===== config.mk =====
export PLATFORM = sky130hd
export DESIGN_NAME = corexy_gantry_step_controller
export DESIGN_NICKNAME = d
export VERILOG_FILES = /design/src/hdl/cxg_pkg.sv /design/src/hdl/cxg_step_core.sv /design/src/hdl/corexy_gantry_step_controller.sv
export VERILOG_INCLUDE_DIRS = /design/src /design/src/hdl
export SDC_FILE = /design/constraint.sdc
export NUM_CORES = 1
export LEC_CHECK = 0
export ABC_AREA = 1
export BUFFER_PORTS_ARGS = -buffer_cell sky130_fd_sc_hd__buf_2
export CORE_MARGIN = 1.5
export CORE_UTILIZATION = 48
export CTS_CLUSTER_SIZE = 28
export DETAILED_ROUTE_END_ITERATION = 6
export PLACE_DENSITY = 0.65
export SETUP_SLACK_MARGIN = 0.1
export SLEW_MARGIN = 5
export SYNTH_ARGS = -nofsm -noshare
export SYNTH_HDL_FRONTEND = slang
export SYNTH_HIERARCHICAL = 1
export SYNTH_SLANG_ARGS = --single-unit
export TNS_END_PERCENT = 10

===== constraint.sdc =====
create_clock -name clk_i -period 11.9 [get_ports clk_i]
set_clock_uncertainty 0.1 [all_clocks]
set_input_delay 0.595 -clock clk_i [delete_from_list [all_inputs] [get_ports clk_i]]
set_output_delay 0.595 -clock clk_i [all_outputs]
set_load 0.01 [all_outputs]

===== src/hdl/corexy_gantry_step_controller_macros.svh =====
// assertion helpers shared by the gantry controller
`ifndef COREXY_GANTRY_STEP_CONTROLLER_MACROS_SVH
`define COREXY_GANTRY_STEP_CONTROLLER_MACROS_SVH

// checked outside reset only
`define CXG_ASSERT(lbl, clk, rstn, prop, msg) \
  lbl: assert property (@(posedge clk) disable iff (!rstn) prop) else $error(msg);

// checked on every edge, reset included
`define CXG_ASSERT_ALWAYS(lbl, clk, prop, msg) \
  lbl: assert property (@(posedge clk) prop) else $error(msg);

`endif


===== src/hdl/cxg_pkg.sv =====
`default_nettype none
package cxg_pkg;

  localparam int unsigned PosW   = 12;
  localparam int unsigned DistW  = 11;
  localparam int unsigned SpmW   = 8;
  localparam int unsigned StepsW = 18;
  localparam int unsigned CfgAddrW = 3;
  localparam int unsigned CfgDataW = 12;

  typedef enum logic [1:0] {
    ACT_TICK   = 2'd0,
    ACT_HOME   = 2'd1,
    ACT_MOVE_X = 2'd2,
    ACT_MOVE_Y = 2'd3
  } action_e;

  typedef enum logic [1:0] {
    MODE_IDLE = 2'd0,
    MODE_MOVE = 2'd1,
    MODE_HOME = 2'd2
  } mode_e;

  typedef enum logic [1:0] {
    STAT_OK      = 2'd0,
    STAT_RANGE   = 2'd1,
    STAT_IGNORED = 2'd2
  } status_e;

  // register indexes on the config port
  localparam logic [CfgAddrW-1:0] REG_MIN_X = 3'd0;
  localparam logic [CfgAddrW-1:0] REG_MAX_X = 3'd1;
  localparam logic [CfgAddrW-1:0] REG_MIN_Y = 3'd2;
  localparam logic [CfgAddrW-1:0] REG_MAX_Y = 3'd3;
  localparam logic [CfgAddrW-1:0] REG_SPM   = 3'd4;

  localparam logic signed [PosW-1:0] RST_MIN_X = 12'sd0;
  localparam logic signed [PosW-1:0] RST_MAX_X = 12'sd400;
  localparam logic signed [PosW-1:0] RST_MIN_Y = 12'sd0;
  localparam logic signed [PosW-1:0] RST_MAX_Y = 12'sd400;
  localparam logic [SpmW-1:0]        RST_SPM   = 8'd80;

  // direction pairs, bit 0 motor one, bit 1 motor two
  localparam logic [1:0] DIR_X_FWD  = 2'b00;
  localparam logic [1:0] DIR_X_BACK = 2'b11;
  localparam logic [1:0] DIR_Y_FWD  = 2'b01;
  localparam logic [1:0] DIR_Y_BACK = 2'b10;
  localparam logic [1:0] DIR_HOME_Y = 2'b11;
  localparam logic [1:0] DIR_HOME_X = 2'b10;

  typedef struct packed {
    logic signed [PosW-1:0] min_x;
    logic signed [PosW-1:0] max_x;
    logic signed [PosW-1:0] min_y;
    logic signed [PosW-1:0] max_y;
    logic [SpmW-1:0]        spm;
  } cfg_t;

  typedef struct packed {
    action_e                 action;
    logic signed [DistW-1:0] dist_mm;
    logic                    lim_x;
    logic                    lim_y;
  } item_t;

  typedef struct packed {
    logic signed [PosW-1:0] x_pos;
    logic signed [PosW-1:0] y_pos;
    logic [StepsW-1:0]      steps;
    mode_e                  mode;
    logic [1:0]             dir;
    logic                   awake;
  } state_t;

  typedef struct packed {
    logic                   pulse;
    logic                   dir1;
    logic                   dir2;
    logic                   awake;
    logic                   busy;
    status_e                status;
    logic signed [PosW-1:0] x_pos;
    logic signed [PosW-1:0] y_pos;
  } res_t;

endpackage
`default_nettype wire


===== src/hdl/cxg_step_core.sv =====
`default_nettype none
// next-state and result logic for one beat
module cxg_step_core (
  input  cxg_pkg::cfg_t   cfg_i,
  input  cxg_pkg::state_t st_i,
  input  cxg_pkg::item_t  item_i,
  output cxg_pkg::state_t st_o,
  output cxg_pkg::res_t   res_o
);

  always_comb begin
    logic                                  busy;
    logic                                  is_x;
    logic signed [cxg_pkg::PosW-1:0]       pos;
    logic signed [cxg_pkg::PosW-1:0]       lo;
    logic signed [cxg_pkg::PosW-1:0]       hi;
    logic signed [cxg_pkg::PosW:0]         np;
    logic [cxg_pkg::DistW-1:0]             mag;
    logic [cxg_pkg::SpmW+cxg_pkg::DistW-1:0] prod;
    logic [cxg_pkg::StepsW-1:0]            cnt;
    logic [cxg_pkg::StepsW-1:0]            dec;
    logic                                  pulse;
    cxg_pkg::status_e                      status;

    st_o   = st_i;
    pulse  = 1'b0;
    status = cxg_pkg::STAT_OK;
    busy   = (st_i.mode != cxg_pkg::MODE_IDLE);
    is_x   = (item_i.action == cxg_pkg::ACT_MOVE_X);
    pos    = is_x ? st_i.x_pos : st_i.y_pos;
    lo     = is_x ? cfg_i.min_x : cfg_i.min_y;
    hi     = is_x ? cfg_i.max_x : cfg_i.max_y;
    // new position one bit wider so it never wraps
    np     = $signed({pos[cxg_pkg::PosW-1], pos})
           + $signed({{2{item_i.dist_mm[cxg_pkg::DistW-1]}}, item_i.dist_mm});
    mag    = item_i.dist_mm[cxg_pkg::DistW-1] ? (~item_i.dist_mm + 1'b1) : item_i.dist_mm;
    prod   = (cxg_pkg::SpmW+cxg_pkg::DistW)'(cfg_i.spm)
           * (cxg_pkg::SpmW+cxg_pkg::DistW)'(mag);
    // halve with round up
    cnt    = cxg_pkg::StepsW'((prod + 1'b1) >> 1);
    dec    = st_i.steps - 1'b1;

    if (item_i.action != cxg_pkg::ACT_TICK) begin
      if (busy) begin
        status = cxg_pkg::STAT_IGNORED;
      end else if (item_i.action == cxg_pkg::ACT_HOME) begin
        if (item_i.lim_x && item_i.lim_y) begin
          st_o.x_pos = '0;
          st_o.y_pos = '0;
          st_o.awake = 1'b0;
          st_o.mode  = cxg_pkg::MODE_IDLE;
        end else begin
          st_o.awake = 1'b1;
          st_o.mode  = cxg_pkg::MODE_HOME;
        end
      end else if ((np > $signed({hi[cxg_pkg::PosW-1], hi}))
                || (np < $signed({lo[cxg_pkg::PosW-1], lo}))) begin
        status = cxg_pkg::STAT_RANGE;
      end else begin
        if (is_x) begin
          st_o.x_pos = np[cxg_pkg::PosW-1:0];
          st_o.dir   = item_i.dist_mm[cxg_pkg::DistW-1] ? cxg_pkg::DIR_X_BACK
                                                        : cxg_pkg::DIR_X_FWD;
        end else begin
          st_o.y_pos = np[cxg_pkg::PosW-1:0];
          st_o.dir   = item_i.dist_mm[cxg_pkg::DistW-1] ? cxg_pkg::DIR_Y_BACK
                                                        : cxg_pkg::DIR_Y_FWD;
        end
        st_o.steps = cnt;
        if (cnt != '0) begin
          st_o.awake = 1'b1;
          st_o.mode  = cxg_pkg::MODE_MOVE;
        end else begin
          st_o.awake = 1'b0;
          st_o.mode  = cxg_pkg::MODE_IDLE;
        end
      end
    end else begin
      case (st_i.mode)
        cxg_pkg::MODE_MOVE: begin
          if (st_i.steps != '0) begin
            pulse      = 1'b1;
            st_o.steps = dec;
          end
          if (st_o.steps == '0) begin
            st_o.awake = 1'b0;
            st_o.mode  = cxg_pkg::MODE_IDLE;
          end
        end
        cxg_pkg::MODE_HOME: begin
          if (!item_i.lim_y) begin
            st_o.dir = cxg_pkg::DIR_HOME_Y;
            pulse    = 1'b1;
          end else if (!item_i.lim_x) begin
            st_o.dir = cxg_pkg::DIR_HOME_X;
            pulse    = 1'b1;
          end else begin
            st_o.x_pos = '0;
            st_o.y_pos = '0;
            st_o.awake = 1'b0;
            st_o.mode  = cxg_pkg::MODE_IDLE;
          end
        end
        default: begin
        end
      endcase
    end

    res_o.pulse  = pulse;
    res_o.dir1   = st_o.dir[0];
    res_o.dir2   = st_o.dir[1];
    res_o.awake  = st_o.awake;
    res_o.busy   = (st_o.mode != cxg_pkg::MODE_IDLE);
    res_o.status = status;
    res_o.x_pos  = st_o.x_pos;
    res_o.y_pos  = st_o.y_pos;
  end

endmodule
`default_nettype wire


===== src/hdl/corexy_gantry_step_controller.sv =====
`default_nettype none
// CoreXY gantry step controller: each input beat is a tick, a homing start or a
// move along x or y, and yields exactly one result beat giving the step pulse,
// both motor directions, driver wake, busy, command status and the logical
// position after that beat. The block takes one beat per clock cycle while the
// result side does not stall; a beat waits in the input register, its state
// update and result are worked out in one pass through the step logic (one 8 by
// 11 bit multiply for the step count), and the result is then registered into
// the output register and offered from there. A stalled output holds the input
// register full, so at most two beats are in flight.
// Configuration is taken on any cycle with the write enable high and must only
// change while the block is idle.
`include "corexy_gantry_step_controller_macros.svh"
module corexy_gantry_step_controller (
  input  wire logic                                clk_i,
  input  wire logic                                rst_ni,
  // config write port
  input  wire logic                                cfg_we_i,
  input  wire logic [cxg_pkg::CfgAddrW-1:0]        cfg_addr_i,
  input  wire logic [cxg_pkg::CfgDataW-1:0]        cfg_wdata_i,
  // input channel
  input  wire logic                                in_valid_i,
  output logic                                     in_ready_o,
  input  wire logic [1:0]                          action_i,
  input  wire logic signed [cxg_pkg::DistW-1:0]    distance_mm_i,
  input  wire logic                                limit_x_hit_i,
  input  wire logic                                limit_y_hit_i,
  // result channel
  output logic                                     out_valid_o,
  input  wire logic                                out_ready_i,
  output logic                                     step_pulse_o,
  output logic                                     motor1_dir_o,
  output logic                                     motor2_dir_o,
  output logic                                     drivers_awake_o,
  output logic                                     busy_res_o,
  output logic [1:0]                               command_status_o,
  output logic signed [cxg_pkg::PosW-1:0]          x_position_o,
  output logic signed [cxg_pkg::PosW-1:0]          y_position_o
);

  cxg_pkg::cfg_t   cfg_q;
  cxg_pkg::state_t state_q, state_d;
  cxg_pkg::item_t  item_q;
  cxg_pkg::res_t   res_q, res_d;
  logic            in_valid_q;
  logic            out_valid_q;
  logic            advance;

  // input beat moves on when the output register is free or draining
  assign advance    = in_valid_q && (!out_valid_q || out_ready_i);
  assign in_ready_o = !in_valid_q || advance;

  // config registers
  always_ff @(posedge clk_i or negedge rst_ni) begin
    if (!rst_ni) begin
      cfg_q.min_x <= cxg_pkg::RST_MIN_X;
      cfg_q.max_x <= cxg_pkg::RST_MAX_X;
      cfg_q.min_y <= cxg_pkg::RST_MIN_Y;
      cfg_q.max_y <= cxg_pkg::RST_MAX_Y;
      cfg_q.spm   <= cxg_pkg::RST_SPM;
    end else if (cfg_we_i) begin
      case (cfg_addr_i)
        cxg_pkg::REG_MIN_X: cfg_q.min_x <= cfg_wdata_i;
        cxg_pkg::REG_MAX_X: cfg_q.max_x <= cfg_wdata_i;
        cxg_pkg::REG_MIN_Y: cfg_q.min_y <= cfg_wdata_i;
        cxg_pkg::REG_MAX_Y: cfg_q.max_y <= cfg_wdata_i;
        cxg_pkg::REG_SPM:   cfg_q.spm   <= cfg_wdata_i[cxg_pkg::SpmW-1:0];
        default: begin
        end
      endcase
    end
  end

  // input register, valid flag
  always_ff @(posedge clk_i or negedge rst_ni) begin
    if (!rst_ni) begin
      in_valid_q <= 1'b0;
    end else if (in_ready_o) begin
      in_valid_q <= in_valid_i;
    end
  end

  // input register, payload
  always_ff @(posedge clk_i) begin
    if (in_valid_i && in_ready_o) begin
      item_q.action  <= cxg_pkg::action_e'(action_i);
      item_q.dist_mm <= distance_mm_i;
      item_q.lim_x   <= limit_x_hit_i;
      item_q.lim_y   <= limit_y_hit_i;
    end
  end

  cxg_step_core u_core (
    .cfg_i  (cfg_q),
    .st_i   (state_q),
    .item_i (item_q),
    .st_o   (state_d),
    .res_o  (res_d)
  );

  // gantry state commits as the beat enters the output register
  always_ff @(posedge clk_i or negedge rst_ni) begin
    if (!rst_ni) begin
      state_q.x_pos <= '0;
      state_q.y_pos <= '0;
      state_q.steps <= '0;
      state_q.mode  <= cxg_pkg::MODE_IDLE;
      state_q.dir   <= '0;
      state_q.awake <= 1'b0;
    end else if (advance) begin
      state_q <= state_d;
    end
  end

  // output register, valid flag
  always_ff @(posedge clk_i or negedge rst_ni) begin
    if (!rst_ni) begin
      out_valid_q <= 1'b0;
    end else if (advance) begin
      out_valid_q <= 1'b1;
    end else if (out_ready_i) begin
      out_valid_q <= 1'b0;
    end
  end

  // output register, payload
  always_ff @(posedge clk_i) begin
    if (advance) begin
      res_q <= res_d;
    end
  end

  assign out_valid_o      = out_valid_q;
  assign step_pulse_o     = res_q.pulse;
  assign motor1_dir_o     = res_q.dir1;
  assign motor2_dir_o     = res_q.dir2;
  assign drivers_awake_o  = res_q.awake;
  assign busy_res_o       = res_q.busy;
  assign command_status_o = res_q.status;
  assign x_position_o     = res_q.x_pos;
  assign y_position_o     = res_q.y_pos;

  // drivers are awake exactly while a move or homing runs
  `CXG_ASSERT(a_awake_busy, clk_i, rst_ni, state_q.awake == (state_q.mode != cxg_pkg::MODE_IDLE), "awake flag out of step with run mode")
  // a running move always has steps left
  `CXG_ASSERT(a_move_steps, clk_i, rst_ni, (state_q.mode == cxg_pkg::MODE_MOVE) |-> (state_q.steps != '0), "move mode with no steps left")
  // input side only stalls behind a full, stalled pipe
  `CXG_ASSERT_ALWAYS(a_stall_cause, clk_i, !in_ready_o |-> (in_valid_q && out_valid_q && !out_ready_i), "input stalled without cause")

endmodule
`default_nettype wire


# ---- Yosys cells after proc, flatten, opt, wreduce, memory -nomap -nowiden
# Cells that the tools add are included.
dict set report classes {
  div 0
  add_sub_neg 4
  n_eq_ne 11
  n_bitwise 2
  shift 0
  order_cmp 2
  n_reduce_logical 24
  n_mux 49
  multipliers 1
}
# operator count
set ops {}
lappend ops {{$mux W47} 3}
lappend ops {{$mux W24} 5}
lappend ops {{$mux W18} 5}
lappend ops {{$mux W12} 5}
lappend ops {{$reduce_bool A18 Y1} 2}
lappend ops {{$mux W2} 14}
lappend ops {{$add A19 B1 Y19 const B} 1}
lappend ops {{$mul A8 B11 Y19} 1}
lappend ops {{$logic_not A18 Y1} 1}
lappend ops {{$sub A18 B1 Y18 const B} 1}
lappend ops {{$add A12 B11 Y13} 1}
lappend ops {{$gt A13 B12 Y1} 1}
lappend ops {{$lt A13 B12 Y1} 1}
lappend ops {{$mux W1} 13}
lappend ops {{$add A11 B1 Y11 const B} 1}
lappend ops {{$mux W11} 1}
lappend ops {{$not A11 Y11} 1}
lappend ops {{$reduce_and A2 Y1} 5}
lappend ops {{$reduce_bool A2 Y1} 5}
lappend ops {{$eq A3 B2 Y1 const B} 2}
lappend ops {{$ne A2 B2 Y1 const B} 3}
lappend ops {{$reduce_and A5 Y1} 1}
lappend ops {{$eq A2 B1 Y1 const B} 2}
lappend ops {{$eq A2 B2 Y1 const B} 2}
lappend ops {{10 further kinds} 16}
dict set report word_totals {
  out_inout_bits 33
  input_bits 35
  ram_bits 0
  latchBits 0
  register_bits 151
  mem_bits_ro 0
  mem_count 0
}

# ---- Depth between registers and ports, before layout
# Gate-level depths: netlist of run 1.
dict set report depth {
  word_depth 12
  mapped_depth 40
  mapped_depth_nobuf 38
}

# ---- Hierarchy
# Netlist of run 1, hierarchy kept.
# module seq_area_each_um2 area_per_inst_um2 n_inst cells_per_inst
set by_module_without_submodules {}
lappend by_module_without_submodules {cxg_step_core 0.0 7164.4 1 1239}
lappend by_module_without_submodules {corexy_gantry_step_controller 4018.9 5572.8 1 516}

# ---- Worst setup path before layout of run 1
# OpenSTA, ideal clock, no wires.
dict set report synth_path {
  path_type {register to register}
  from {register item_q[2] in the netlist's numbering}
  to {register state_q[0] in the netlist's numbering}
  slack_ns 6.108
  stages_incl_launch_ff 38
  t_arrival_ns 5.575
  setup_ns 0.117
  period_less_slack_ns 5.792
  cell_sequence {edfxtp_1 -> clkbuf_1 -> inv_1 -> ha_1 -> inv_1 -> nor2_1 -> inv_1 -> nor4_1 -> inv_1 -> nor2_1 -> inv_1 -> nor4_1 -> inv_1 -> nor2_1 -> fa_1 -> fa_1 -> fa_1 -> inv_1 -> (+2 left out) -> ha_1 -> nand2_1 -> inv_1 -> a21oi_1 -> nor2_1 -> nor2_1 -> nand3_1 -> nand2_1 -> nand3_1 -> nor2_1 -> nand2_1 -> nand3_1 -> nand3_1 -> nand2_1 -> nand2_1 -> buf_4 -> nand3_1 -> nand2_1}
}
# item line
set synth_lines {}
lappend synth_lines {{start: declaration} corexy_gantry_step_controller.sv:43} ;# cxg_pkg::item_t item_q;
lappend synth_lines {{end signal: assignment} corexy_gantry_step_controller.sv:111} ;# state_q <= state_d;
lappend synth_lines {{end: declaration} corexy_gantry_step_controller.sv:42} ;# cxg_pkg::state_t state_q, state_d;

==> flow_summary.json, run 1 <==
{
  "cp.required_ps": 11970,
  "fin_crit_sh": 0.549,
  "htreeDepth": 4,
  "drt_first_iter_violations": 979,
  "min_period_ps": 6530,
  "core_area_um2": 26100,
  "clkTransAtPathRegs_ps": 80,
  "hold_class": "input pin to asynchronous set/reset pin",
  "relSlewSlack": 0.320,
  "grt_setup_unrepaired": "false",
  "grt_overflow": 0,
  "netSwitchingFraction": 0.518,
  "clock-sinks": 151,
  "hold_viol_final": 0,
  "final_net_count": 1937,
  "worst_pin_slew_ps": 1020,
  "synthCells": 1755,
  "crit_fanout": 11,
  "ys_seq_elements": 151,
  "syn-num-nets": 1928,
  "crit_type": "flip-flop to flip-flop",
  "p_comb_frac": 0.620,
  "nFillCells": 2590,
  "p_sw_mw": 1.90,
  "fin_tns_setup_ps": 0,
  "place_inst": 2080,
  "critPathMostFrequentCell": "inv_1",
  "yosys_most_used_dff": "dfrtp_1",
  "pin_count": 68,
  "drt_wl_total_um": 35200,
  "drive_gt1_frac": 0.0754,
  "wire_per_inst_um": 16.7,
  "clock.fmax_ghz": 0.153,
  "antenna_found_initial": 0,
  "vdd_drop_max_v": 0.000137,
  "via_per_inst": 5.42,
  "clk_latency_ps": 430,
  "utilization": 0.524,
  "start_kind": "flip-flop",
  "firstDrtPassIters": 7,
  "ctsResizeCount": 0,
  "cp_data_arrival_time_ps": 6600,
  "num_vias": 11400,
  "num_rows": 59,
  "ys_seq_area_frac": 0.316,
  "cellLeakagePower_nw": 7.21,
  "power_density_nw_per_um2": 268,
  "grt_max_degree": 60,
  "cts_tree": "yes",
  "ys_async_sr_fraction": 0.695,
  "endpoint_kind": "flip-flop",
  "avgSynthCellArea_um2": 7.26,
  "mappedNetlistArea_um2": 12700,
  "violations": "DRC",
  "cts_buffers": 17,
  "ant_nets": 0,
  "stdcell_count": 2112,
  "diodes": 0,
  "seq_power_share": 0.229,
  "portBuffers": 67,
  "hold_buffers": 0,
  "cpMaxStageDelayCell": "edfxtp_1",
  "grt_pass1_vias": 11100,
  "track_usage": 0.263,
  "setup_viol": 0,
  "status": "complete, but fails checks",
  "fp.dieH_um": 166,
  "post_cts_buffers": 0,
  "drv_slew": 0,
  "start_util": 0.489,
  "layout_commonest_cell": "nand2_1",
  "die_x_um": 166,
  "area_growth_pct": 7.28,
  "root_buffer": "clkbuf_16",
  "die_area_um2": 27500,
  "drc_errors": 2,
  "maxCapViolCount": 0,
  "final_cell_mix": "549 x nand2_1, 209 x inv_1, 149 x nor2_1",
  "yosys.cell_types.count": 41,
  "place_hpwl_um": 25500,
  "place.gp.congestion": 0.896,
  "p_clk_frac": 0.151,
  "synth_edf_count": 46,
  "clockBufferDepth": 2,
  "yosys_warnings": 6,
  "slowest_delay_ps": 560,
  "grt_pass1_wl_um": 58200,
  "internal_power_mw": 1.76
}
[worst max-delay path: cells and delay by family (launching register included)]
kind | cells | cell delay [ps]
fa+ha+maj | 6 | 2490
buf+inv | 9 | 760
compound gates | 2 | 400
flops | 1 | 560
simple gates | 16 | 1940
[path summary, 6_finish.rpt]
| path | start | endpoint | slack [ps] | depth (start not counted) |
|---|---|---|---|---|
| setup / recovery | item_q[2]$_DFFE_PP_ | busy_res_o$_DFFE_PP_ | 5370 | 33 |
| hold / removal | rst_ni | state_q[15]$_DFFE_PN0P_ | 160 | 1 |
| setup reg to reg | item_q[2]$_DFFE_PP_ | busy_res_o$_DFFE_PP_ | 5370 | 33 |
| hold reg to reg | cfg_q[39]$_DFFE_PN1P_ | cfg_q[39]$_DFFE_PN1P_ | 370 | 2 |
| max in group asynchronous | rst_ni | cfg_q[32]$_DFFE_PN0P_ | 10340 | 2 |
| min in group clk_i | distance_mm_i[5] | item_q[7]$_DFFE_PP_ | 240 | 1 |
[registers in the layout, indices dropped and copies added (netlist names), 2 cells and up]
register and count:
item_q 15, cfg_q 56, state_q 47, y_position_o 12, x_position_o 12, command_status_o 2
[Yosys cell counts (33+ instances only)]
| master | n | share of area |
|---|---|---|
| fa_1 | 55 | 0.086 |
| nand2_1 | 550 | 0.16 |
| edfxtp_1 | 46 | 0.11 |
| o21ai_0 | 67 | 0.026 |
| inv_1 | 209 | 0.062 |
| nand3_1 | 147 | 0.058 |
| ha_1 | 83 | 0.082 |
| a21oi_1 | 91 | 0.036 |
| dfrtp_1 | 97 | 0.19 |
| nor2_1 | 150 | 0.044 |
| o21ai_1 | 37 | 0.015 |
| buf_4 | 33 | 0.019 |
[power groups by stage]
| stage | Sequential [mW] | Combinational (mW) | Clock, mW |
|---|---|---|---|
| after floorplan | 0.830 | 1.76 | 0 |
| after global placement | 0.843 | 2.22 | 0 |
| after detailed placement | 0.846 | 2.24 | 0 |
| after CTS | 0.837 | 2.26 | 0.560 |
| after global routing | 0.860 | 2.61 | 0.585 |
| final | 0.838 | 2.27 | 0.554 |
[cells by family (layout without fill, tap and decap cells)]
group / Yosys count / after routing / synth area share
mux: 22 / 22 / 0.0173
fa+ha+maj: 138 / 138 / 0.168
xor+xnor: 22 / 22 / 0.0151
buf+inv: 303 / 325 / 0.102
flops: 151 / 151 / 0.316
simple gates: 893 / 893 / 0.287
compound gates: 226 / 226 / 0.0950
[routing by layer]
metal  GRT usage  vias to the layer above  part of all wire
met3      0.0350                       58             0.057
met4      0.0838                        0             0.025
li1            -                     5627                 -
met2       0.436                      393              0.47
met5           0                        -                 0
met1       0.358                     5370              0.45
[stage by stage]
step	area [um2]	worst slack, ps	hold slack [ps]	total power, mW
3_5_place_dp	13100	5440	356	3.09
6_report	13700	5370	155	3.66
4_1_cts	13700	5410	191	3.66
3_3_place_gp	13100	5560	353	3.06
5_1_grt	13700	4740	211	4.05
2_1_floorplan	12700	6110	199	2.59
[cell type report]
cell class | count | area [um2] | share of cell area
clock buffer | 17 | 425 | 0.0311
sequential | 151 | 4020 | 0.294
inverter | 217 | 815 | 0.0596
timing repair buffer | 76 | 405 | 0.0297
clock inverter | 15 | 158 | 0.0115
multi-input combinational | 1301 | 7420 | 0.543
tap | 335 | 419 | 0.0307
Power figures use the tool's default switching activity.
==> run 2, diff against run 1 <==
--- a/config.mk
+++ b/config.mk
@@ -6,7 +6,7 @@
 export SDC_FILE = /design/constraint.sdc
 export NUM_CORES = 1
 export LEC_CHECK = 0
-export ABC_AREA = 1
+export ABC_AREA = 0
 export BUFFER_PORTS_ARGS = -buffer_cell sky130_fd_sc_hd__buf_2
 export CORE_MARGIN = 1.5
 export CORE_UTILIZATION = 48
==> constraint.sdc (replaced) <==
create_clock -name clk_i -period 6.6 [get_ports clk_i]
set_clock_uncertainty 0.1 [all_clocks]
set_input_delay 0.33 -clock clk_i [delete_from_list [all_inputs] [get_ports clk_i]]
set_output_delay 0.33 -clock clk_i [all_outputs]
set_load 0.01 [all_outputs]
==> flow_summary.json, run 2 <==
{
  "clock.fmax_ghz": 0.154,
  "synthTopCellsByArea": "dfrtp_1 20%, edfxtp_1 12%, mux2_2 9.9%, fa_1 9.2%, ha_1 8.7%",
  "vdd_drop_max_v": 0.000508,
  "pin_count": 68,
  "mappedNetlistArea_um2": 12000,
  "clkTransAtPathRegs_ps": 70,
  "setup_slack_ps": 102,
  "layout_commonest_cell": "mux2_2",
  "synthTopCellsByCount": "105 x mux2_2, 101 x nand2_1, 97 x dfrtp_1",
  "clk_latency_ps": 440,
  "largest_reg_flops": 56,
  "fin_crit_sh": 0.985,
  "hold_viol_final": 0,
  "pre_cts_slack_ps": -89.0,
  "crit_fanout": 7,
  "grt_setup_unrepaired": "true",
  "htreeDepth": 4,
  "core_area_um2": 24400,
  "yosys.cell_types.count": 88,
  "yosys_most_used_dff": "dfrtp_1",
  "reg_top3": "cfg_q x56, state_q x47, item_q x15",
  "die_area_um2": 25900,
  "drive_gt1_frac": 0.295,
  "grt_pass1_vias": 9367,
  "drv_slew": 0,
  "largest_register": "cfg_q",
  "diodes": 0,
  "relSlewSlack": 0.183,
  "crit_type": "flip-flop to flip-flop",
  "die_x_um": 161,
  "firstDrtPassIters": 5,
  "cellLeakagePower_nw": 6.15,
  "root_buffer": "clkbuf_16",
  "synth_edf_count": 46,
  "place.gp.congestion": 0.894,
  "cts_buffers": 17,
  "start_util": 0.492,
  "drc_errors": 0,
  "synthCells": 1168,
  "ys_seq_area_frac": 0.335,
  "endpoint_kind": "flip-flop",
  "grt_overflow": 0,
  "num_vias": 9293,
  "final_net_count": 1443,
  "cp_data_arrival_time_ps": 6720,
  "grt_max_degree": 71,
  "fp.dieH_um": 161,
  "hold_class": "input pin to flip-flop",
  "setup_viol": 0,
  "clockBufferDepth": 2,
  "antenna_found_initial": 0,
  "ant_nets": 0,
  "power_density_nw_per_um2": 599,
  "worst_pin_slew_ps": 1220,
  "final_cell_mix": "104 x mux2_2, 97 x nand2_1, 97 x dfrtp_1",
  "fin_tns_setup_ps": 0,
  "yosys_warnings": 6,
  "via_per_inst": 5.78,
  "synth_top_area_frac": 0.202,
  "drt_first_iter_violations": 760,
  "status": "complete, no violations",
  "cts_tree": "yes",
  "place_hpwl_um": 21600,
  "num_rows": 57,
  "synth_largest_area_cell": "dfrtp_1",
  "maxCapViolCount": 0,
  "syn-num-nets": 1341,
  "ys_async_sr_fraction": 0.695,
  "clock-sinks": 151,
  "cp.required_ps": 6820,
  "portBuffers": 67,
  "grt_pass1_wl_um": 48800,
  "area_growth_pct": 18.4,
  "track_usage": 0.238,
  "start_kind": "flip-flop",
  "yosysMostFrequentCell": "mux2_2",
  "avgSynthCellArea_um2": 10.3,
  "wire_per_inst_um": 18.8,
  "min_period_ps": 6500,
  "nFillCells": 2088,
  "ys_seq_elements": 151,
  "drt_wl_total_um": 30200
}
-- run 2: changes by cell type in the layout (fill, tap and decap cells not counted), moves of 56 or more --
cell	previous run	this run
mux2_2	0	104
nand2_1	549	97
buf_4	10	66
inv_1	209	83
nand3_1	147	20
nor2_1	149	44
-- run 2: final timing paths --
check                                            start                      end  slack (ps)  cells after the start
worst max-delay path               item_q[3]$_DFFE_PP_   state_q[0]$_DFFE_PN0P_         100                     25
worst min-delay path                    cfg_wdata_i[8]    cfg_q[28]$_DFFE_PN0P_          60                      2
worst max register to register     item_q[3]$_DFFE_PP_   state_q[0]$_DFFE_PN0P_         100                     25
worst min register to register  in_valid_q$_DFFE_PN0P_  out_valid_o$_DFFE_PN0P_         400                      1
max in group asynchronous                       rst_ni  state_q[35]$_DFFE_PN0P_        4790                      3
min in group asynchronous                       rst_ni     cfg_q[2]$_DFFE_PN0P_         310                      2
-- run 2: through the flow --
stage	utilization	hold WS [ps]	cell area, um2	total power [mW]	cells
after floorplan	-	-65.6	12000	4.75	1168
after global placement	0.521	258	12700	5.68	1531
after detailed placement	0.521	258	12700	5.79	1531
after CTS	0.561	45.5	13700	7.29	1589
after global routing	0.582	58.6	14200	9.13	1607
final	0.582	63.9	14200	8.50	1607
-- run 2: power by group --
part / switching, mW / internal, mW
Sequential: 0.228 / 1.24
Combinational: 3.22 / 2.82
Clock: 0.481 / 0.513
-- run 2: per-layer routing --
metal,routed length (um),vias to the layer above,GRT usage
li1,-,4318,-
met3,1350,56,0.0326
met2,15100,260,0.415
met4,700,0,0.0711
met5,0,-,0
met1,13100,4659,0.308
-- run 2: what timing repair did --
item | CTS | global route
endpoints found under the hold margin | 51 | 0
hold buffers | 17 | 0
buffers inserted | 9 | 19
pin swaps | 6 | 60
endpoints found under the setup margin | 4 | 67
resized for setup | 25 | 73
-- run 2: layout make-up --
| type | count | area (um2) | area share |
|---|---|---|---|
| inverters | 90 | 338 | 0.0238 |
| multi-input cells | 857 | 7790 | 0.549 |
| repair buffers | 153 | 1040 | 0.0733 |
| flip-flops and latches | 151 | 4020 | 0.283 |
| clock buffers | 17 | 425 | 0.0300 |
| clock inverters | 15 | 175 | 0.0123 |
| well taps | 324 | 405 | 0.0286 |
-- run 2: kinds of logic (layout without fill, tap and decap cells) --
| group | count (synthesis) | after routing | share of synthesized area |
|---|---|---|---|
| XOR/XNOR | 32 | 32 | 0.0234 |
| AO/OA/AOI/OAI | 207 | 207 | 0.124 |
| adder cells (fa/ha/maj) | 139 | 139 | 0.179 |
| multiplexers | 129 | 129 | 0.119 |
| AND/OR/NAND/NOR | 350 | 350 | 0.157 |
| buffers and inverters | 160 | 275 | 0.0626 |
| flip-flops | 151 | 151 | 0.335 |
-- run 2: worst max-delay path, cell delays in order (launching register included) --
cell       delay [ps]
edfxtp_1          400
inv_2             120
ha_4              140
nand2_2            50
or3_4             400
nand2_4           100
xor2_4            230
buf_4             150
buf_4             110
nor2b_2            40
fa_1              500
fa_1              520
fa_1              550
inv_1              50
fa_1              520
inv_1              60
ha_4              320
nand2_1           120
a2111oi_1         430
nor2_1            150
xnor2_1           200
nor4b_4           270
nand4_4           170
a31oi_4           260
a31oi_2           130
mux2_2            290
